===== config.mk =====
export PLATFORM = sky130hd
export DESIGN_NAME = exact_pattern_match_stream_top_flat
export DESIGN_NICKNAME = d
export VERILOG_FILES = /design/src/sv/epms_pkg.sv /design/src/sv/epms_if.sv /design/src/sv/exact_pattern_match_stream_top.sv /design/src/sv/epms_cell.sv /design/src/sv/epms_pattern.sv /design/src/sv/epms_outq.sv /design/src/flat_wrapper.sv
export SDC_FILE = /design/constraint.sdc
export NUM_CORES = 1
export LEC_CHECK = 0
export BUFFER_PORTS_ARGS = -buffer_cell sky130_fd_sc_hd__buf_2
export CAP_MARGIN = 15
export CORE_ASPECT_RATIO = 0.6
export CORE_MARGIN = 10
export CORE_UTILIZATION = 55
export CTS_BUF_LIST = sky130_fd_sc_hd__clkbuf_4
export CTS_CLUSTER_DIAMETER = 80
export DETAILED_ROUTE_END_ITERATION = 6
export PLACE_DENSITY_LB_ADDON = 0.15
export SYNTH_ARGS = -nofsm -noshare
export SYNTH_HDL_FRONTEND = slang
export SYNTH_SLANG_ARGS = --single-unit

===== constraint.sdc =====
create_clock -name i_clk -period 14.7 [get_ports i_clk]
set_input_delay 0.735 -clock i_clk [delete_from_list [all_inputs] [get_ports i_clk]]
set_output_delay 0.735 -clock i_clk [all_outputs]
set_load 0.005 [all_outputs]

===== src/sv/epms_pkg.sv =====
// Package for the streaming exact pattern matcher.
// Holds sizes, operation codes, the result word type and the length clamp.
// No dependencies; every other file imports it.
`default_nettype none

package epms_pkg;

    localparam int MAX_PATTERN   = 16;
    localparam int POSITION_BITS = 32;

    localparam int OP_W          = 2;
    localparam int SYMBOL_W      = 8;
    localparam int CFG_LEN_W     = 5;
    localparam int MATCH_START_W = 32;

    localparam int USED_W    = $clog2(MAX_PATTERN + 1);
    localparam int FILL_W    = $clog2(MAX_PATTERN + 1);
    localparam int IDX_W     = (MAX_PATTERN > 1) ? $clog2(MAX_PATTERN) : 1;
    localparam int PAT_BITS  = MAX_PATTERN * SYMBOL_W;

    localparam logic [OP_W-1:0] OP_LOAD    = 2'd0;
    localparam logic [OP_W-1:0] OP_TEXT    = 2'd1;
    localparam logic [OP_W-1:0] OP_RESTART = 2'd2;

    localparam logic [CFG_LEN_W-1:0] LEN_RESET = 5'd1;

    typedef struct packed {
        logic                     match;
        logic [MATCH_START_W-1:0] match_start;
    } t_result;

    typedef struct packed {
        logic shift;
        logic clear;
    } t_cell_ctrl;

    // Length actually compared: zero counts as one, large values saturate.
    function automatic logic [USED_W-1:0] f_used_len(input logic [CFG_LEN_W-1:0] v);
        logic [31:0] w;
        w = 32'(v);
        if (w == 32'd0) begin
            return USED_W'(1);
        end else if (w > 32'(MAX_PATTERN)) begin
            return USED_W'(MAX_PATTERN);
        end
        return USED_W'(w);
    endfunction

endpackage

`default_nettype wire


===== src/sv/epms_if.sv =====
// Stream interfaces for the pattern matcher: input words and result words.
// Depends on epms_pkg.
`default_nettype none

interface epms_in_if
    import epms_pkg::*;
();
    logic                valid;
    logic                ready;
    logic [OP_W-1:0]     op;
    logic [SYMBOL_W-1:0] symbol;

    modport source (output valid, output op, output symbol, input ready);
    modport sink   (input valid, input op, input symbol, output ready);
endinterface

interface epms_out_if
    import epms_pkg::*;
();
    logic                     valid;
    logic                     ready;
    logic                     match;
    logic [MATCH_START_W-1:0] match_start;

    modport source (output valid, output match, output match_start, input ready);
    modport sink   (input valid, input match, input match_start, output ready);
endinterface

`default_nettype wire


===== src/sv/exact_pattern_match_stream_top.sv =====
// Streaming exact pattern matcher, overlapping matches included.
// Input channel i_in carries words {op, symbol}: op load writes the next
// pattern byte (ignored once the store is full), op text shifts a byte
// into the window, op restart zeroes the text position, the window and
// the pattern fill count. Only text words give a result word on o_out:
// match, and match_start, the position of the first byte of the match
// (zero when there is no match). i_cfg_we / i_cfg_data set the pattern
// length; zero counts as one and values above the store depth saturate.
// Throughput is one word per cycle while the output queue has room: the
// window is a row of cells that shift every text word and compare against
// a pre-aligned pattern copy. Each result is registered in the output queue.
// A two-entry output queue takes results; while the receiver stalls the
// block keeps accepting until both entries hold results, then holds
// i_in.ready low. Reset (synchronous) empties the window and queue, sets
// position and fill to zero and length to one; the pattern store keeps
// no reset value and must be loaded before it is compared.
// Depends on epms_pkg, epms_if, epms_cell, epms_pattern and epms_outq.
`default_nettype none

module exact_pattern_match_stream_top
    import epms_pkg::*;
(
    input  wire logic                 i_clk,
    input  wire logic                 i_rst_n,
    epms_in_if.sink                   i_in,
    epms_out_if.source                o_out,
    input  wire logic                 i_cfg_we,
    input  wire logic [CFG_LEN_W-1:0] i_cfg_data
);

    logic [CFG_LEN_W-1:0]     r_len;
    logic [CFG_LEN_W-1:0]     n_len;
    logic [POSITION_BITS-1:0] r_pos;
    logic [USED_W-1:0]        used;
    logic [PAT_BITS-1:0]      aligned;
    logic                     full;
    logic                     accept;
    logic                     is_load;
    logic                     is_text;
    logic                     is_restart;
    t_cell_ctrl               ctrl;
    logic [SYMBOL_W-1:0]      chain_sym [MAX_PATTERN+1];
    logic                     chain_vld [MAX_PATTERN+1];
    logic [MAX_PATTERN-1:0]   ok;
    logic                     hit;
    logic [POSITION_BITS-1:0] start;
    t_result                  res;
    t_result                  out_data;

    // No word is taken while reset is held.
    assign i_in.ready = i_rst_n && !full;
    assign accept     = i_in.valid && i_in.ready;

    always_comb begin
        is_load    = 1'b0;
        is_text    = 1'b0;
        is_restart = 1'b0;
        case (i_in.op)
            OP_LOAD:    is_load    = accept;
            OP_TEXT:    is_text    = accept;
            OP_RESTART: is_restart = accept;
            default:    ;
        endcase
    end

    assign n_len = !i_rst_n ? LEN_RESET : (i_cfg_we ? i_cfg_data : r_len);

    always_ff @(posedge i_clk) begin
        if (!i_rst_n) begin
            r_len <= LEN_RESET;
            r_pos <= '0;
        end else begin
            r_len <= n_len;
            if (is_restart) begin
                r_pos <= '0;
            end else if (is_text) begin
                r_pos <= r_pos + POSITION_BITS'(1);
            end
        end
    end

    assign used = f_used_len(r_len);

    epms_pattern u_pattern (
        .i_clk      (i_clk),
        .i_rst_n    (i_rst_n),
        .i_wr       (is_load),
        .i_clear    (is_restart),
        .i_sym      (i_in.symbol),
        .i_len_next (f_used_len(n_len)),
        .o_aligned  (aligned)
    );

    assign ctrl.shift   = is_text;
    assign ctrl.clear   = is_restart;
    assign chain_sym[0] = i_in.symbol;
    assign chain_vld[0] = 1'b1;

    for (genvar k = 0; k < MAX_PATTERN; k++) begin : g_cell
        epms_cell u_cell (
            .i_clk   (i_clk),
            .i_rst_n (i_rst_n),
            .i_ctrl  (ctrl),
            .i_sym   (chain_sym[k]),
            .i_vld   (chain_vld[k]),
            .i_pat   (aligned[k*SYMBOL_W +: SYMBOL_W]),
            .i_used  (USED_W'(k) < used),
            .o_sym   (chain_sym[k+1]),
            .o_vld   (chain_vld[k+1]),
            .o_ok    (ok[k])
        );
    end

    assign hit   = &ok;
    assign start = r_pos - POSITION_BITS'(used - USED_W'(1));

    always_comb begin
        res.match       = hit;
        res.match_start = hit ? MATCH_START_W'(start) : '0;
    end

    epms_outq u_outq (
        .i_clk   (i_clk),
        .i_rst_n (i_rst_n),
        .i_push  (is_text),
        .i_data  (res),
        .i_pop   (o_out.ready),
        .o_full  (full),
        .o_valid (o_out.valid),
        .o_data  (out_data)
    );

    assign o_out.match       = out_data.match;
    assign o_out.match_start = out_data.match_start;

endmodule

`default_nettype wire


===== src/sv/epms_cell.sv =====
// One window cell: holds one text byte and its valid flag, passes them on,
// and compares the incoming byte with its aligned pattern byte.
// Depends on epms_pkg.
`default_nettype none

module epms_cell
    import epms_pkg::*;
(
    input  wire logic                i_clk,
    input  wire logic                i_rst_n,
    input  wire t_cell_ctrl          i_ctrl,
    input  wire logic [SYMBOL_W-1:0] i_sym,
    input  wire logic                i_vld,
    input  wire logic [SYMBOL_W-1:0] i_pat,
    input  wire logic                i_used,
    output logic      [SYMBOL_W-1:0] o_sym,
    output logic                     o_vld,
    output logic                     o_ok
);

    logic [SYMBOL_W-1:0] r_sym;
    logic                r_vld;

    always_ff @(posedge i_clk) begin
        if (!i_rst_n) begin
            r_vld <= 1'b0;
        end else if (i_ctrl.clear) begin
            r_vld <= 1'b0;
        end else if (i_ctrl.shift) begin
            r_vld <= i_vld;
        end
    end

    always_ff @(posedge i_clk) begin
        if (i_ctrl.shift) begin
            r_sym <= i_sym;
        end
    end

    // The comparison looks at the byte this cell holds after the shift.
    assign o_ok  = !i_used || (i_vld && (i_sym == i_pat));
    assign o_sym = r_sym;
    assign o_vld = r_vld;

endmodule

`default_nettype wire


===== src/sv/epms_pattern.sv =====
// Pattern store with fill counter and the aligner that lines the pattern
// up with the window cells for the current length. Depends on epms_pkg.
`default_nettype none

module epms_pattern
    import epms_pkg::*;
(
    input  wire logic                i_clk,
    input  wire logic                i_rst_n,
    input  wire logic                i_wr,
    input  wire logic                i_clear,
    input  wire logic [SYMBOL_W-1:0] i_sym,
    input  wire logic [USED_W-1:0]   i_len_next,
    output logic      [PAT_BITS-1:0] o_aligned
);

    logic [SYMBOL_W-1:0] r_pat [MAX_PATTERN];
    logic [SYMBOL_W-1:0] n_pat [MAX_PATTERN];
    logic [FILL_W-1:0]   r_fill;
    logic [FILL_W-1:0]   n_fill;
    logic [PAT_BITS-1:0] r_aligned;
    logic [PAT_BITS-1:0] n_aligned;
    logic [PAT_BITS-1:0] rev;
    logic [USED_W-1:0]   shamt;
    logic                can_wr;

    assign can_wr = i_wr && (r_fill < FILL_W'(MAX_PATTERN));

    always_comb begin
        n_fill = r_fill;
        if (i_clear) begin
            n_fill = '0;
        end else if (can_wr) begin
            n_fill = r_fill + FILL_W'(1);
        end
    end

    always_comb begin
        for (int j = 0; j < MAX_PATTERN; j++) begin
            n_pat[j] = r_pat[j];
            if (can_wr && (r_fill[IDX_W-1:0] == IDX_W'(j))) begin
                n_pat[j] = i_sym;
            end
        end
    end

    // Cell k needs pattern byte len-1-k: reverse the pattern, then shift
    // it down by the unused entries.
    always_comb begin
        for (int m = 0; m < MAX_PATTERN; m++) begin
            rev[m*SYMBOL_W +: SYMBOL_W] = n_pat[MAX_PATTERN-1-m];
        end
        shamt     = USED_W'(MAX_PATTERN) - i_len_next;
        n_aligned = rev >> (shamt * SYMBOL_W);
    end

    always_ff @(posedge i_clk) begin
        if (!i_rst_n) begin
            r_fill <= '0;
        end else begin
            r_fill <= n_fill;
        end
    end

    always_ff @(posedge i_clk) begin
        r_aligned <= n_aligned;
        if (can_wr) begin
            r_pat <= n_pat;
        end
    end

    assign o_aligned = r_aligned;

endmodule

`default_nettype wire


===== src/sv/epms_outq.sv =====
// Two-entry output queue for result words; lets the input side keep
// going while one result waits. Depends on epms_pkg.
`default_nettype none

module epms_outq
    import epms_pkg::*;
(
    input  wire logic    i_clk,
    input  wire logic    i_rst_n,
    input  wire logic    i_push,
    input  wire t_result i_data,
    input  wire logic    i_pop,
    output logic         o_full,
    output logic         o_valid,
    output t_result      o_data
);

    t_result    r_q0;
    t_result    r_q1;
    logic [1:0] r_cnt;
    logic [1:0] n_cnt;
    logic       pop;

    assign pop = i_pop && (r_cnt != 2'd0);

    always_comb begin
        n_cnt = r_cnt;
        if (i_push && !pop) begin
            n_cnt = r_cnt + 2'd1;
        end else if (pop && !i_push) begin
            n_cnt = r_cnt - 2'd1;
        end
    end

    always_ff @(posedge i_clk) begin
        if (!i_rst_n) begin
            r_cnt <= 2'd0;
        end else begin
            r_cnt <= n_cnt;
        end
    end

    always_ff @(posedge i_clk) begin
        if (pop) begin
            if (r_cnt == 2'd2) begin
                r_q0 <= r_q1;
            end else if (i_push) begin
                r_q0 <= i_data;
            end
        end else if (i_push) begin
            if (r_cnt == 2'd0) begin
                r_q0 <= i_data;
            end else begin
                r_q1 <= i_data;
            end
        end
    end

    assign o_full  = (r_cnt == 2'd2);
    assign o_valid = (r_cnt != 2'd0);
    assign o_data  = r_q0;

endmodule

`default_nettype wire

===== src/flat_wrapper.sv =====
// flat-port wrapper written by rule: the top's interface ports become plain ports
module exact_pattern_match_stream_top_flat import epms_pkg::*;
  (i_clk, i_rst_n, i_cfg_we, i_cfg_data, i_in_valid, i_in_op, i_in_symbol, i_in_ready, o_out_valid, o_out_match, o_out_match_start, o_out_ready);
  epms_in_if i_in_i ();
  epms_out_if o_out_i ();
  input  wire logic i_clk;
  input  wire logic i_rst_n;
  input  wire logic i_cfg_we;
  input  wire logic [CFG_LEN_W-1:0] i_cfg_data;
  input wire logic [$bits(i_in_i.valid)-1:0] i_in_valid;
  input wire logic [$bits(i_in_i.op)-1:0] i_in_op;
  input wire logic [$bits(i_in_i.symbol)-1:0] i_in_symbol;
  output wire logic [$bits(i_in_i.ready)-1:0] i_in_ready;
  output wire logic [$bits(o_out_i.valid)-1:0] o_out_valid;
  output wire logic [$bits(o_out_i.match)-1:0] o_out_match;
  output wire logic [$bits(o_out_i.match_start)-1:0] o_out_match_start;
  input wire logic [$bits(o_out_i.ready)-1:0] o_out_ready;
  assign i_in_i.valid = i_in_valid;
  assign i_in_i.op = i_in_op;
  assign i_in_i.symbol = i_in_symbol;
  assign i_in_ready = i_in_i.ready;
  assign o_out_valid = o_out_i.valid;
  assign o_out_match = o_out_i.match;
  assign o_out_match_start = o_out_i.match_start;
  assign o_out_i.ready = o_out_ready;
  exact_pattern_match_stream_top u_core (.i_clk(i_clk), .i_rst_n(i_rst_n), .i_in(i_in_i), .o_out(o_out_i), .i_cfg_we(i_cfg_we), .i_cfg_data(i_cfg_data));
endmodule

==> results of run 1 <==
[placed cells by master, fill, tap and decap left out, drive strengths merged, types with 9 or more instances in the layout]
cell / n
dfxtp: 187
a21o: 13
inv: 33
o31ai: 36
o2bb2ai: 9
nor3: 68
conb: 33
o32ai: 25
clkinv: 35
nand4: 33
edfxtp: 314
a31oi: 12
o32a: 65
and3: 11
nor4: 21
o22ai: 31
nand2: 125
nand3: 41
mux2: 134
o22a: 34
nand2b: 14
mux4: 31
clkbuf: 179
xor2: 73
ha: 46
mux2i: 75
o21a: 11
a21oi: 85
o21ai: 139
nor2: 298
and2: 17
buf: 96
xnor2: 120
[power by group]
part | total (mW) | internal [mW] | leakage, nW | switching, mW
Sequential | 1.68 | 1.58 | 4.16 | 0.0937
Clock | 1.20 | 0.609 | 0.943 | 0.591
Combinational | 0.656 | 0.230 | 4.44 | 0.426
[cells in the mapped netlist, types with 7 or more instances]
library cell,number,area share
sky130_fd_sc_hd__a21oi_1,79,0.015
sky130_fd_sc_hd__o22ai_1,31,0.0075
sky130_fd_sc_hd__o21bai_1,7,0.0020
sky130_fd_sc_hd__o21ai_2,11,0.0037
sky130_fd_sc_hd__a21o_1,13,0.0038
sky130_fd_sc_hd__inv_1,29,0.0042
sky130_fd_sc_hd__xnor2_1,119,0.040
sky130_fd_sc_hd__nor4_1,20,0.0048
sky130_fd_sc_hd__mux2_2,130,0.056
sky130_fd_sc_hd__o32ai_1,25,0.0084
sky130_fd_sc_hd__mux4_2,31,0.027
sky130_fd_sc_hd__nand2_1,125,0.018
sky130_fd_sc_hd__mux2i_1,74,0.029
sky130_fd_sc_hd__a221o_1,7,0.0027
sky130_fd_sc_hd__nor2b_1,7,0.0017
sky130_fd_sc_hd__and3_1,11,0.0027
sky130_fd_sc_hd__o32a_1,65,0.025
sky130_fd_sc_hd__o31ai_1,35,0.010
sky130_fd_sc_hd__buf_4,10,0.0029
sky130_fd_sc_hd__ha_1,46,0.022
sky130_fd_sc_hd__clkbuf_1,85,0.012
sky130_fd_sc_hd__and2_1,17,0.0041
sky130_fd_sc_hd__buf_2,32,0.0062
sky130_fd_sc_hd__o21a_1,11,0.0032
sky130_fd_sc_hd__o22a_1,34,0.011
sky130_fd_sc_hd__buf_1,17,0.0025
sky130_fd_sc_hd__nand4_1,29,0.0070
sky130_fd_sc_hd__nand2b_1,14,0.0034
sky130_fd_sc_hd__o21ai_1,36,0.0069
sky130_fd_sc_hd__dfxtp_1,187,0.14
sky130_fd_sc_hd__xor2_1,73,0.025
sky130_fd_sc_hd__o2bb2ai_1,9,0.0030
sky130_fd_sc_hd__nor2_1,283,0.041
sky130_fd_sc_hd__edfxtp_1,314,0.36
sky130_fd_sc_hd__nor2_4,9,0.0039
sky130_fd_sc_hd__o21ai_0,90,0.017
sky130_fd_sc_hd__a31oi_1,11,0.0027
sky130_fd_sc_hd__nor3_1,68,0.013
sky130_fd_sc_hd__nand3_1,40,0.0077
[through the flow]
step | cell area (um2) | instances
5_1_grt | 28500 | 3159
2_1_floorplan | 26100 | 2358
6_report | 28500 | 3159
4_1_cts | 28500 | 3156
3_3_place_gp | 26900 | 2935
3_5_place_dp | 26900 | 2936
[worst max path at each step]
stage,start,endpoint
6_report,u_core.r_len[2],u_core.u_pattern.o_aligned[13]
5_1_grt,u_core.r_len[2],u_core.u_pattern.o_aligned[13]
4_1_cts,u_core.r_len[2],u_core.u_pattern.o_aligned[13]
3_5_place_dp,i_cfg_we,u_core.u_pattern.o_aligned[13]
3_3_place_gp,i_cfg_we,u_core.u_pattern.o_aligned[13]
2_1_floorplan,i_rst_n,u_core.u_pattern.r_fill[3]
[critical path: stages (launching register included)]
cell,delay (ps)
sky130_fd_sc_hd__dfxtp_1,570
sky130_fd_sc_hd__nor2_1,130
sky130_fd_sc_hd__o2111ai_1,280
sky130_fd_sc_hd__nor2_1,90
sky130_fd_sc_hd__ha_1,450
sky130_fd_sc_hd__nor2_1,110
sky130_fd_sc_hd__a31oi_4,530
sky130_fd_sc_hd__inv_4,460
sky130_fd_sc_hd__ha_2,570
sky130_fd_sc_hd__buf_4,340
sky130_fd_sc_hd__inv_4,630
sky130_fd_sc_hd__buf_4,880
sky130_fd_sc_hd__nor3_1,140
sky130_fd_sc_hd__a21oi_1,510
sky130_fd_sc_hd__mux2_2,290
sky130_fd_sc_hd__o22ai_1,80
[state kept, by name (all words and copies together), names as in the netlist]
register and cells:
u_core.g_cell.u_cell.o_sym 120, u_core.g_cell.u_cell.o_vld 15, u_core.r_len 5, u_core.r_pos 32, u_core.u_outq.o_data 33, u_core.u_outq.r_cnt 2, u_core.u_outq.r_q1 33, u_core.u_pattern.o_aligned 128
u_core.u_pattern.r_fill 5, u_core.u_pattern.r_pat 128
[routing by layer]
metal,vias to the layer above,routed length (um),share of wire
li1,8964,-,-
met1,9986,39800,0.46
met2,1276,32000,0.37
met3,129,13400,0.15
met4,2,1360,0.016
met5,-,17,0.00020
[logic make-up (layout without fill, tap and decap cells)]
kind of cell | after synthesis | in the layout | share of synthesized area
compound gates | 509 | 509 | 0.140
other cells | 1 | 35 | 0.000144
mux | 240 | 240 | 0.114
fa+ha+maj | 47 | 47 | 0.0229
buf+inv | 179 | 348 | 0.0301
simple gates | 656 | 656 | 0.120
xor+xnor | 193 | 193 | 0.0654
flops | 501 | 501 | 0.508
[cell type report]
cell class,instances,share of cell area
well taps,630,0.0277
repair buffers,97,0.0208
clock inverters,42,0.00931
inverters,31,0.00435
multi-input cells,1678,0.428
diodes,2,0.000176
clock buffers,178,0.0469
flip-flops and latches,501,0.463
==> impl_metrics.json, run 1 <==
{
  "n_fill_cell": 3855,
  "die_width_um": 300,
  "holdCritPathClass": "input port to flip-flop",
  "clock_skew_ps": 50.8,
  "avgViaCountPerCell": 6.44,
  "numPortBuffers": 54,
  "critical_path_peak_fanout": 70,
  "synthToLayoutAreaGrowth_pct": 9.73,
  "cts-buffers-inserted": 115,
  "clock_tree_from_tritoncts": "done",
  "total_overflow_reported_by_the_global_router": 0,
  "worst_setup_hold_path_clk_slew_ps": 80,
  "cts_resized": 0,
  "via_count": 20357,
  "top_level_ports": 55,
  "grt_most_used_layer": "met1",
  "total_die_area_um2": 56600,
  "timing.final.hold_violations": 0,
  "cp_data_required_time_ps": 15400,
  "post-place-ws_ps": 8080,
  "rsz0062_at_grt": "no",
  "worst_slack_ps": 8300,
  "asyncSetResetFlopFracSynth": 0,
  "worst_pin_slew_ps": 1350,
  "grtUsageMet1": 0.468,
  "fin_nets": 2491,
  "coreArea_um2": 46500,
  "floorplan.rows": 61,
  "drt-pass1-iter-count": 7,
  "worst_hold_path.num_cells": 3,
  "synthesis.instances": 2326,
  "criticalPathCategory": "flip-flop to flip-flop",
  "largest_net_degree_at_the_start_of_global_routing": 79,
  "gr-usage-met3": 0.126,
  "synth_warnings": 0,
  "vdd_ir_drop_max_mv": 0.0859,
  "drt-initial-drc-count": 2881,
  "final.hold.worst_slack_ps": 150,
  "cts.root.buffer_cell": "sky130_fd_sc_hd__clkbuf_4",
  "global_route.usage.met2": 0.373,
  "critical_path.endpoint_type": "flip-flop",
  "area.sequential_um2": 13200,
  "synth.lib_cells_used.distinct": 82,
  "run_status": "complete, no violations",
  "drc_violations": 0,
  "floorplan.initialDensity": 0.558,
  "regToRegSetupSlack_ps": 8300,
  "report.final.setup_viol": 0,
  "final_core_occ": 0.613,
  "timing.final.crit_period_ps": 6400,
  "synth_seq_cells": 501,
  "share_of_the_clock_period_used_by_the_worst_path_after_layout": 0.435,
  "maxClockFrequency_ghz": 0.156,
  "min_delay_worst_endpoint": "u_core.r_len[0]",
  "cts_setup_buffers": 0,
  "avgSynthCellArea_um2": 11.2,
  "cts_hold_buf": 0,
  "gr-usage-all-layers": 0.301,
  "final_antenna_net_count": 0,
  "timing_max_transition_violations_final": 0,
  "via_count_of_the_first_global_routing_pass": 18953,
  "ctsLongestPathBuffers": 3,
  "synth-seq-area-share": 0.508,
  "clock_latency_ps": 880,
  "reg2reg_depth": 15,
  "timing.hold.worst.start": "i_cfg_data[0]",
  "die_h_um": 188,
  "place.gp.congestion": 1.04,
  "critical_path.startpoint_type": "flip-flop",
  "timing.setup.tns_ps": 0,
  "final_layout_size_suffix_gt1_frac": 0.203,
  "reg2reg_to": "u_core.u_pattern.o_aligned[13]",
  "grt_first_pass_wirelength_um": 128000,
  "multiInputGateArea_um2": 12200,
  "dp.final_hpwl_um": 64100,
  "critical_path_arrival_ps": 7090,
  "grt_antenna_before_repair": 3,
  "numClockSinks": 501,
  "wl_um": 86500,
  "reg2reg_from": "u_core.r_len[2]",
  "synth.cell_area_um2": 26000,
  "cts-htree-levels": 3,
  "max_cap_violations": 0,
  "power_mw": 3.53,
  "synth_edf_count": 314,
  "cellPowerDensity_nw_per_um2": 124,
  "slew_headroom": 0.0921,
  "dominantRegCellSynth": "sky130_fd_sc_hd__edfxtp_1",
  "wl_per_cell_um": 27.4,
  "power_leakage_nw": 9.54
}
Note: power is estimated with default switching activity, not from simulation.
==> run 2: changes to the inputs <==
- ABC_AREA: not set -> 1
- clock period: 14.7 -> 5.2 ns (I/O delays scaled with it)
==> impl_metrics.json, run 2 <==
{
  "post-place-ws_ps": 946,
  "reg2reg_to": "u_core.u_pattern.o_aligned[14]",
  "numPortBuffers": 54,
  "dominantRegCellSynth": "sky130_fd_sc_hd__edfxtp_1",
  "clock_skew_ps": 63.8,
  "cts_setup_buffers": 0,
  "synth.cell_area_um2": 26400,
  "avgSynthCellArea_um2": 7.98,
  "cp_data_required_time_ps": 5950,
  "wl_um": 86800,
  "mostFrequentLayoutCells": "1007 x sky130_fd_sc_hd__nand2_1, 314 x sky130_fd_sc_hd__edfxtp_1, 305 x sky130_fd_sc_hd__inv_1",
  "synthToLayoutAreaGrowth_pct": 10.5,
  "timing.final.hold_violations": 0,
  "clock_tree_from_tritoncts": "done",
  "n_fill_cell": 4368,
  "floorplan.initialDensity": 0.554,
  "min_delay_worst_endpoint": "u_core.g_cell[0].u_cell.o_sym[2]",
  "synth-seq-area-share": 0.498,
  "grt_antenna_before_repair": 1,
  "timing.final.crit_period_ps": 4300,
  "synth_warnings": 0,
  "power_leakage_nw": 12.5,
  "worst_setup_hold_path_clk_slew_ps": 70,
  "critical_path.startpoint_type": "flip-flop",
  "cts.root.buffer_cell": "sky130_fd_sc_hd__clkbuf_4",
  "cellPowerDensity_nw_per_um2": 375,
  "synth.top_cells.by_count": "1007 x sky130_fd_sc_hd__nand2_1, 314 x sky130_fd_sc_hd__edfxtp_1, 305 x sky130_fd_sc_hd__inv_1, 275 x sky130_fd_sc_hd__nor2_1, 220 x sky130_fd_sc_hd__nand3_1",
  "top_level_ports": 55,
  "critical_path_peak_fanout": 93,
  "cts_hold_buf": 20,
  "largest_net_degree_at_the_start_of_global_routing": 151,
  "area.sequential_um2": 13200,
  "placement.cell_area_um2": 27300,
  "synth.lib_cells_used.distinct": 50,
  "vdd_ir_drop_max_mv": 0.210,
  "timing.setup.tns_ps": 0,
  "cts-buffers-inserted": 118,
  "holdCritPathClass": "input port to flip-flop",
  "wl_per_cell_um": 20.8,
  "asyncSetResetFlopFracSynth": 0,
  "ctsLongestPathBuffers": 3,
  "final_antenna_net_count": 0,
  "total_die_area_um2": 57500,
  "synth_edf_count": 314,
  "run_status": "finished, violations left",
  "regToRegSetupSlack_ps": 900,
  "reg2reg_depth": 14,
  "criticalPathCategory": "flip-flop to flip-flop",
  "max_cap_violations": 0,
  "die_h_um": 190,
  "total_overflow_reported_by_the_global_router": 0,
  "failed_checks": "design-rule violations",
  "floorplan.rows": 62,
  "netlist.top_cell.by_area": "sky130_fd_sc_hd__edfxtp_1",
  "drt-pass1-iter-count": 7,
  "timing.hold.worst.start": "i_in_symbol[2]",
  "synth.most_common_cell": "sky130_fd_sc_hd__nand2_1",
  "layout.cells.most_common": "sky130_fd_sc_hd__nand2_1",
  "die_width_um": 303,
  "report.final.setup_viol": 0,
  "worst_hold_path.num_cells": 2,
  "coreArea_um2": 47700,
  "clock_latency_ps": 910,
  "worst_slack_ps": 897,
  "fin_nets": 3489,
  "share_of_the_clock_period_used_by_the_worst_path_after_layout": 0.828,
  "final_layout_size_suffix_gt1_frac": 0.104,
  "cts_resized": 0,
  "post-synth-top-area-fraction": 0.357,
  "reg2reg_from": "u_core.r_len[3]",
  "timing_max_transition_violations_final": 0,
  "gr-usage-all-layers": 0.298,
  "place.gp.congestion": 1.01,
  "via_count_of_the_first_global_routing_pass": 21771,
  "worst_pin_slew_ps": 1110,
  "drt-initial-drc-count": 3600,
  "place.detailed.instances": 3922,
  "cts-htree-levels": 3,
  "netlist_top_cells_area": "sky130_fd_sc_hd__edfxtp_1 36%, sky130_fd_sc_hd__nand2_1 14%, sky130_fd_sc_hd__dfxtp_1 14%",
  "via_count": 23768,
  "multiInputGateArea_um2": 11600,
  "synthesis.instances": 3312,
  "instances_no_fill": 4169,
  "critical_path_arrival_ps": 5060,
  "critical_path.endpoint_type": "flip-flop",
  "grt_first_pass_wirelength_um": 130000,
  "rsz0062_at_grt": "no",
  "numClockSinks": 501,
  "dp.final_hpwl_um": 64700,
  "synth_seq_cells": 501,
  "drc_violations": 2,
  "slew_headroom": 0.259,
  "maxClockFrequency_ghz": 0.232,
  "post-route-cell-area_um2": 29200,
  "avgViaCountPerCell": 5.70
}
==> run 2: cell count changes in the layout (fill, tap and decap cells not counted), moves of 44 or more <==
cell	delta
sky130_fd_sc_hd__nand2_1	+882
sky130_fd_sc_hd__inv_1	+277
sky130_fd_sc_hd__nand3_1	+180
sky130_fd_sc_hd__mux2_2	-130
sky130_fd_sc_hd__o21ai_1	+103
sky130_fd_sc_hd__o21ai_0	+77
sky130_fd_sc_hd__xnor2_1	-68
sky130_fd_sc_hd__o32a_1	-65
sky130_fd_sc_hd__mux2i_1	-61
sky130_fd_sc_hd__a21oi_1	+45
sky130_fd_sc_hd__o211ai_1	+44
==> run 2: through the flow <==
step / power, mW / hold WS, ps / util
after floorplan: 6.49 / 359 / -
after global placement: 7.31 / 431 / 0.572
after detailed placement: 7.33 / 435 / 0.572
after CTS: 10.9 / 185 / 0.612
after global routing: 11.5 / 203 / 0.613
final: 11.0 / 241 / 0.613
==> run 2: report_power, final <==
group          leakage, nW  internal, mW  total (mW)  switching, mW
sequential            4.22          4.55        4.75          0.206
combinational         7.30         0.755        2.62           1.87
clock                0.998          1.91        3.59           1.67
==> run 2: worst max-delay path by stage <==
| stage | from | end | slack, ps | cells after the start |
|---|---|---|---|---|
| finish | u_core.r_len[3] | u_core.u_pattern.o_aligned[14] | 900 | 14 |
| global route | u_core.r_len[3] | u_core.u_pattern.o_aligned[5] | 550 | 13 |
| CTS | u_core.r_len[3] | u_core.u_pattern.o_aligned[14] | 1010 | 14 |
| detailed placement | i_rst_n | u_core.u_pattern.o_aligned[14] | 950 | 16 |
| global placement | i_rst_n | u_core.u_pattern.o_aligned[46] | 990 | 16 |
| floorplan | u_core.u_outq.r_cnt[0] | u_core.u_outq.o_data[0] | 970 | 8 |
==> run 2: cell families after synthesis <==
| logic type | Yosys count | synth area share |
|---|---|---|
| and+or+nand+nor | 1663 | 0.263 |
| AOI/OAI and AO/OA | 542 | 0.114 |
| DFF | 501 | 0.498 |
| buffers and inverters | 460 | 0.0689 |
| xor gates and xnor gates | 85 | 0.0284 |
| adders and majority gates | 47 | 0.0225 |
| muxes | 13 | 0.00492 |
| other | 1 | 0.000142 |
==> run 2: routing by layer <==
layer  share of wire  track usage  up-vias
met5          0.0016            0        -
met4           0.018       0.0669        2
met3            0.14        0.104      119
met2            0.36        0.364     1322
met1            0.48        0.479    11149
li1                -            -    11176
==> run 2: area by class of cell <==
type | instances | share of cell area
Antenna cell | 3 | 0.000257
Clock buffer | 192 | 0.0493
Clock inverter | 32 | 0.00895
Inverter | 316 | 0.0408
Multi-Input combinational cell | 2383 | 0.398
Sequential cell | 501 | 0.451
Tap cell | 640 | 0.0274
Timing Repair Buffer | 102 | 0.0246
==> run 2: critical path: stages (launching register included) <==
cell and delay [ps]:
sky130_fd_sc_hd__dfxtp_1 430, sky130_fd_sc_hd__inv_1 140, sky130_fd_sc_hd__a21oi_1 280, sky130_fd_sc_hd__nor4_1 90, sky130_fd_sc_hd__ha_1 350, sky130_fd_sc_hd__inv_1 80, sky130_fd_sc_hd__o21ai_4 630, sky130_fd_sc_hd__ha_4 420
sky130_fd_sc_hd__inv_4 750, sky130_fd_sc_hd__buf_4 430, sky130_fd_sc_hd__nand2_1 100, sky130_fd_sc_hd__o21ai_1 160, sky130_fd_sc_hd__nand2_1 110, sky130_fd_sc_hd__nand3_1 120, sky130_fd_sc_hd__nand2_1 60
